==> src/hdl/beqa_pkg.sv <==
// Package for the button press queue with auto-repeat: types, codes, sizes.
// No dependencies; used by scoped names from the core and its checker.
`timescale 1ns / 1ps
`default_nettype none

package beqa_pkg;

	// Queue sizing and derived widths
	localparam int QUEUE_DEPTH = 4;
	localparam int COUNT_W     = $clog2(QUEUE_DEPTH + 1);
	localparam int IDX_W       = (QUEUE_DEPTH > 1) ? $clog2(QUEUE_DEPTH) : 1;

	// Field widths
	localparam int FUNC_W  = 2;
	localparam int PINS_W  = 4;
	localparam int BTN_W   = 2;
	localparam int OUT_W   = 3;
	localparam int DELAY_W = 16;
	localparam int TIME_W  = 32;
	localparam int CFG_IDX_W = 1;

	localparam logic [DELAY_W-1:0] RESET_INITIAL_DELAY = 16'd300;
	localparam logic [DELAY_W-1:0] RESET_REPEAT_DELAY  = 16'd400;
	localparam logic [PINS_W-1:0]  PIN_MASK            = 4'hF;
	localparam logic signed [OUT_W-1:0] NO_BUTTON       = -3'sd1;

	// Configuration register indexes
	localparam logic [CFG_IDX_W-1:0] CFG_INITIAL_DELAY = 1'd0;
	localparam logic [CFG_IDX_W-1:0] CFG_REPEAT_DELAY  = 1'd1;

	typedef enum logic [FUNC_W-1:0] {
		FUNC_TICK = 2'd0,
		FUNC_PIN  = 2'd1,
		FUNC_POP  = 2'd2,
		FUNC_POLL = 2'd3
	} func_t;

	typedef logic [BTN_W-1:0] btn_t;

	// Decode of a pin pattern: valid only for exactly one bit set
	typedef struct packed {
		logic hit;
		btn_t idx;
	} onehot_t;

	function automatic onehot_t onehot_index(input logic [PINS_W-1:0] p);
		onehot_t r;
		r = '0;
		unique case (p)
			4'h1: r = '{hit: 1'b1, idx: 2'd0};
			4'h2: r = '{hit: 1'b1, idx: 2'd1};
			4'h4: r = '{hit: 1'b1, idx: 2'd2};
			4'h8: r = '{hit: 1'b1, idx: 2'd3};
			default: r = '0;
		endcase
		return r;
	endfunction

endpackage

`default_nettype wire

==> src/hdl/button_event_queue_autorepeat_core.sv <==
// Top level of the four-button press queue with typematic auto-repeat.
// Depends on beqa_pkg.
`timescale 1ns / 1ps
`default_nettype none

// Use of the block
//   Items: drive func and pins with start high; an item transfers at a rising
//   edge with start high and busy low. busy stays low, so one item may be
//   given every cycle.
//   Results: exactly one per item, shown for one cycle with done high on
//   button (signed, -1 for none) and queued. The receiver cannot stall, so
//   it has to take every result in the cycle it is shown.
//   Path: an item passes an input register, then the result register.
//   Throughput is one item per cycle; the state update is one pass of logic
//   between them.
//   Configuration: cfg_valid/cfg_ready with cfg_index and cfg_data; index 0
//   is the initial repeat delay, index 1 the repeat interval (milliseconds).
//   cfg_ready is always high; write only while no item is in flight.
//   Reset: arst_n low clears the counter, queue count, remembered pins and
//   deadline (disarmed) and loads delays of 300 and 400. Queue entries are
//   not cleared; only written entries are ever read.
module button_event_queue_autorepeat_core (
	input  wire logic                                  clk,
	input  wire logic                                  arst_n,
	input  wire logic                                  start,
	output      logic                                  busy,
	input  wire logic [beqa_pkg::FUNC_W-1:0]           func,
	input  wire logic [beqa_pkg::PINS_W-1:0]           pins,
	output      logic                                  done,
	output      logic signed [beqa_pkg::OUT_W-1:0]     button,
	output      logic [beqa_pkg::OUT_W-1:0]            queued,
	input  wire logic                                  cfg_valid,
	output      logic                                  cfg_ready,
	input  wire logic [beqa_pkg::CFG_IDX_W-1:0]        cfg_index,
	input  wire logic [beqa_pkg::DELAY_W-1:0]          cfg_data
);

	// Input register
	logic                              valid_s1;
	beqa_pkg::func_t                   func_s1;
	logic [beqa_pkg::PINS_W-1:0]       pins_s1;

	// Block state
	beqa_pkg::btn_t                    queue_q [beqa_pkg::QUEUE_DEPTH];
	logic [beqa_pkg::COUNT_W-1:0]      count_q;
	logic [beqa_pkg::PINS_W-1:0]       last_pins_q;
	logic [beqa_pkg::TIME_W-1:0]       deadline_q;
	logic [beqa_pkg::TIME_W-1:0]       now_q;
	logic [beqa_pkg::DELAY_W-1:0]      init_delay_q;
	logic [beqa_pkg::DELAY_W-1:0]      rpt_delay_q;

	// Result register
	logic                              done_q;
	logic signed [beqa_pkg::OUT_W-1:0] button_q;
	logic [beqa_pkg::OUT_W-1:0]        queued_q;

	// Next-state terms
	beqa_pkg::onehot_t                 hot;
	logic                              enq;
	logic                              pop;
	logic [beqa_pkg::COUNT_W-1:0]      count_nxt;
	logic [beqa_pkg::PINS_W-1:0]       last_pins_nxt;
	logic [beqa_pkg::TIME_W-1:0]       deadline_nxt;
	logic [beqa_pkg::TIME_W-1:0]       now_nxt;
	logic signed [beqa_pkg::OUT_W-1:0] button_nxt;
	logic [beqa_pkg::TIME_W-1:0]       init_sum;
	logic [beqa_pkg::TIME_W-1:0]       rpt_sum;
	logic                              not_full;

	assign busy      = 1'b0;
	assign cfg_ready = 1'b1;
	assign done      = done_q;
	assign button    = button_q;
	assign queued    = queued_q;

	// Capture the item
	always_ff @(posedge clk or negedge arst_n) begin
		if (!arst_n) begin
			valid_s1 <= 1'b0;
		end else begin
			valid_s1 <= start && !busy;
		end
	end

	always_ff @(posedge clk) begin
		if (start && !busy) begin
			func_s1 <= beqa_pkg::func_t'(func);
			pins_s1 <= pins & beqa_pkg::PIN_MASK;
		end
	end

	// One pass over the item
	assign hot      = beqa_pkg::onehot_index(pins_s1);
	assign init_sum = now_q + {{(beqa_pkg::TIME_W-beqa_pkg::DELAY_W){1'b0}}, init_delay_q};
	assign rpt_sum  = now_q + {{(beqa_pkg::TIME_W-beqa_pkg::DELAY_W){1'b0}}, rpt_delay_q};
	assign not_full = count_q < beqa_pkg::COUNT_W'(beqa_pkg::QUEUE_DEPTH);

	always_comb begin
		enq           = 1'b0;
		pop           = 1'b0;
		count_nxt     = count_q;
		last_pins_nxt = last_pins_q;
		deadline_nxt  = deadline_q;
		now_nxt       = now_q;
		button_nxt    = beqa_pkg::NO_BUTTON;
		unique case (func_s1)
			beqa_pkg::FUNC_TICK: begin
				now_nxt = now_q + beqa_pkg::TIME_W'(1);
			end
			beqa_pkg::FUNC_PIN: begin
				if (not_full) begin
					if (hot.hit) begin
						enq          = 1'b1;
						count_nxt    = count_q + beqa_pkg::COUNT_W'(1);
						deadline_nxt = init_sum;
					end else begin
						deadline_nxt = '0;
					end
				end
				last_pins_nxt = pins_s1;
			end
			beqa_pkg::FUNC_POP: begin
				if (count_q != '0) begin
					pop        = 1'b1;
					count_nxt  = count_q - beqa_pkg::COUNT_W'(1);
					button_nxt = {1'b0, queue_q[0]};
				end
			end
			beqa_pkg::FUNC_POLL: begin
				// Repeat only while armed, the same single pin held and the deadline passed
				if (deadline_q != '0) begin
					if (pins_s1 != last_pins_q) begin
						deadline_nxt = '0;
					end else if (now_q > deadline_q) begin
						if (hot.hit) begin
							button_nxt   = {1'b0, hot.idx};
							deadline_nxt = rpt_sum;
						end else begin
							deadline_nxt = '0;
						end
					end
				end
			end
			default: begin
				now_nxt = now_q;
			end
		endcase
	end

	// Control state and result register
	always_ff @(posedge clk or negedge arst_n) begin
		if (!arst_n) begin
			count_q     <= '0;
			last_pins_q <= '0;
			deadline_q  <= '0;
			now_q       <= '0;
			done_q      <= 1'b0;
		end else begin
			done_q <= valid_s1;
			if (valid_s1) begin
				count_q     <= count_nxt;
				last_pins_q <= last_pins_nxt;
				deadline_q  <= deadline_nxt;
				now_q       <= now_nxt;
			end
		end
	end

	always_ff @(posedge clk) begin
		if (valid_s1) begin
			button_q <= button_nxt;
			queued_q <= beqa_pkg::OUT_W'(count_nxt);
		end
	end

	// Configuration registers
	always_ff @(posedge clk or negedge arst_n) begin
		if (!arst_n) begin
			init_delay_q <= beqa_pkg::RESET_INITIAL_DELAY;
			rpt_delay_q  <= beqa_pkg::RESET_REPEAT_DELAY;
		end else if (cfg_valid && cfg_ready) begin
			unique case (cfg_index)
				beqa_pkg::CFG_INITIAL_DELAY: init_delay_q <= cfg_data;
				beqa_pkg::CFG_REPEAT_DELAY:  rpt_delay_q  <= cfg_data;
				default:                     init_delay_q <= init_delay_q;
			endcase
		end
	end

	// Queue entries: write at the tail, shift towards the head on pop
	always_ff @(posedge clk) begin
		if (valid_s1 && enq) begin
			queue_q[count_q[beqa_pkg::IDX_W-1:0]] <= hot.idx;
		end else if (valid_s1 && pop) begin
			for (int i = 0; i < beqa_pkg::QUEUE_DEPTH - 1; i++) begin
				queue_q[i] <= queue_q[i+1];
			end
		end
	end

endmodule

`default_nettype wire

==> config.mk <==
export PLATFORM = sky130hd
export DESIGN_NAME = button_event_queue_autorepeat_core
export DESIGN_NICKNAME = d
export VERILOG_FILES = /design/src/hdl/beqa_pkg.sv /design/src/hdl/button_event_queue_autorepeat_core.sv
export SDC_FILE = /design/constraint.sdc
export NUM_CORES = 1
export LEC_CHECK = 0
export BUFFER_PORTS_ARGS = -buffer_cell sky130_fd_sc_hd__buf_2
export CELL_PAD_IN_SITES_DETAIL_PLACEMENT = 0
export CELL_PAD_IN_SITES_GLOBAL_PLACEMENT = 2
export CORE_AREA = 3 3 165 135
export DETAILED_ROUTE_END_ITERATION = 10
export DIE_AREA = 0 0 168 138
export GPL_TIMING_DRIVEN = 1
export PLACE_DENSITY_LB_ADDON = 0.25
export SLEW_MARGIN = 20
export SYNTH_ARGS = -nofsm -noshare
export SYNTH_HDL_FRONTEND = slang
export SYNTH_SLANG_ARGS = --single-unit
==> constraint.sdc <==
create_clock -name clk -period 4.1 [get_ports clk]
set_input_delay 0.205 -clock clk [delete_from_list [all_inputs] [get_ports clk]]
set_output_delay 0.205 -clock clk [all_outputs]
set_load 0.005 [all_outputs]
==> metrics.csv <==
metric,value,unit
relSlewSlack,0.330,
syn_area,0.00846,mm²
die_h,138,µm
hold_ws,24.9,ps
grt_pass1_vias,6729,
ir_drop,0.000246,V
grt_pass1_wl,36.0,mm
fmax,0.300,GHz
intPower,2.85,mW
power,4.28,mW
critPathMaxFanout,32,
gr-total-overflow,0,
grt_usage,0.194,
status,completed,
netlist_instances,853,
crit_required,4400,ps
drive_above_1_share,0.162,
instances_no_fill,1175,
cp.arrival,3640,ps
cts_tree,yes,
syn_area_per_cell,9.92,µm²
postRouteAntennaNets,0,
synth_edf_count,20,
busiest_layer,met2,
syn2layout_area_growth,13.1,%
drv_cap,0,
dr.pass1.iters,4,
ys.warnings.count,0,
die_w,168,µm
finalHoldViolations,0,
drt_iter0_markers,293,
critical_path.max_stage_delay,470,ps
n_fill_cell,1932,
setup_viol,0,
swShare,0.335,
viasPerCell,5.61,
dpl-instance-area,0.00892,mm²
yosys.area.top_type,dfrtp_1,
mostFrequentLayoutCells,"98 x dfrtp_1, 75 x nand2_1, 75 x ha_1",
power_frac_comb,0.282,
globalRouteMet1Util,0.283,
slew_viol_final,0,
pre_cts_ws,771,ps
path_buf_inv,2,
skew,8.19,ps
cts_made_buffers,17,
setup_tns,0,ps
tightest_slew,999,ps
clkSinkCount,125,
clk_latency,430,ps
final_common_cell,dfrtp_1,
crit_chain,inv_1 -> ha_1 -> a211oi_1 -> o21ai_1 -> a211oi_1 -> o221ai_1 -> o31ai_2 -> a21boi_1 -> o211ai_4 -> buf_4 -> mux2_2,
grt_start_max_net_pins,65,
cpMostUsedCell,a211oi_1,
end_kind,flop,
synth_seq_area_share,0.383,
die_area,0.0232,mm²
met3_usage,0.0408,
post_cts_buffers,0,
cp_slowest_cell,buf_4,
synthTopCellsByArea,"dfrtp_1 29%, ha_1 11%, edfxtp_1 7.1%, mux2_2 6.3%, xnor2_1 3.7%",
cts-htree-levels,4,
core_area,0.0206,mm²
final_util,0.464,
antenna_found_initial,0,
routed_wirelength,22.0,mm
cts-resized-gates,0,
critPathLaunchType,flop,
power.density,448,mW/mm²
wl_per_cell,18.7,µm
rsz0062_at_grt,no,
synthArstFlopShare,0.840,
regArea,0.00324,mm²
pin_count,36,
critPathKind,reg2reg,
synth_top_cell_area_share,0.290,
fp-row-count,47,
num_antenna_cells,0,
synth_fp_nets,957,
post-route-period-util,0.812,
drc,0,
ys_seq_elements,125,
layout.nets,997,
port_buffers,33,
hold_class,in2reg,
gp_congestion,0.884,
critical-path-top-delay-family,compound AO/OA/AOI/OAI gates,
clock_path_buffers,2,
p_leak,4.34,nW
grt_util_met2,0.297,
dp_hpwl,16.6,mm
multi_input_area,0.00487,mm²
p_seq_frac,0.369,
initial_core_util,0.410,
fin_area,0.00957,mm²
synthFlopType,dfrtp_1,
pwr-share-clk,0.348,
period_minus_slack,3330,ps
placed_cells,1135,
setup_ws,769,ps
cts-root-buf,clkbuf_16,
p_switching,1.44,mW
synth_cell_types,73,
route.vias.total,6597,
clk_pin_slew,60,ps
==> registers in the layout (all words and copies together), names as in the netlist, 2 cells and up <==
signal / flops
pins_s1: 4
last_pins_q: 4
button: 3
count_q: 3
now_q: 32
deadline_q: 32
queued: 3
rpt_delay_q: 16
func_s1: 2
queue_q: 8
init_delay_q: 16
==> worst register-to-register path: stages (launching register included) <==
cell,delay [ps]
dfrtp_1,380
inv_1,80
ha_1,310
a211oi_1,240
o21ai_1,100
a211oi_1,280
o221ai_1,230
o31ai_2,370
a21boi_1,150
o211ai_4,160
buf_4,470
mux2_2,430
==> power groups by stage <==
stage	combinational [mW]	clock (mW)	sequential [mW]
after floorplan	0.902	0	1.55
after global placement	1.18	0	1.60
after detailed placement	1.21	0	1.60
after CTS	1.22	1.53	1.58
after global routing	1.36	1.59	1.61
final	1.21	1.49	1.58
==> Yosys cell counts, drive strengths merged (5+ instances only) <==
cell	number
mux2	59
ha	75
a21o	15
a22oi	9
o21ai	35
o211ai	17
xnor2	36
and3	6
a31oi	12
edfxtp	20
nor2b	9
nand2	75
o21a	6
buf	20
dfrtp	98
nor3	11
inv	54
a211oi	13
xor2	26
clkbuf	14
nor4	11
nand4	24
mux2i	15
nand3	21
nand2b	5
nor2	43
a21oi	48
dfstp	7
o22ai	7
and4	7
==> cell families after synthesis <==
family	Yosys count	synth area share
and+or+nand+nor	228	0.134
AOI/OAI and AO/OA	197	0.163
DFF	125	0.383
buffers and inverters	88	0.0433
adders and majority gates	77	0.116
muxes	74	0.0963
xor gates and xnor gates	62	0.0642
other	2	0.000888
==> path summary, 6_finish.rpt <==
check / start / cells past startpoint / end / slack, ps
worst max-delay path: deadline_q[27] / 11 / deadline_q[30] / 770
worst min-delay path: cfg_data[4] / 2 / init_delay_q[4] / 20
worst max register to register: deadline_q[27] / 11 / deadline_q[30] / 770
worst min register to register: last_pins_q[2] / 2 / last_pins_q[2] / 510
max in group asynchronous: arst_n / 3 / now_q[29] / 2630
min in group asynchronous: arst_n / 2 / now_q[8] / 410
==> final cells by class <==
type	count	area share
clock buffers	17	0.0445
well taps	269	0.0352
multi-input cells	640	0.509
flip-flops and latches	125	0.338
clock inverters	15	0.0154
inverters	54	0.0212
repair buffers	55	0.0369
==> layer usage <==
metal,vias up,wire (µm)
li1,3213,-
met1,3228,11100
met2,133,9680
met5,-,0
met4,0,309
met3,23,879
==> what timing repair did <==
item / in CTS / in global routing
hold buffers: 7 / 1
hold endpoints to repair: 65 / 1
endpoints found under the setup margin: 0 / 0
Power figures use the tool's default switching activity.
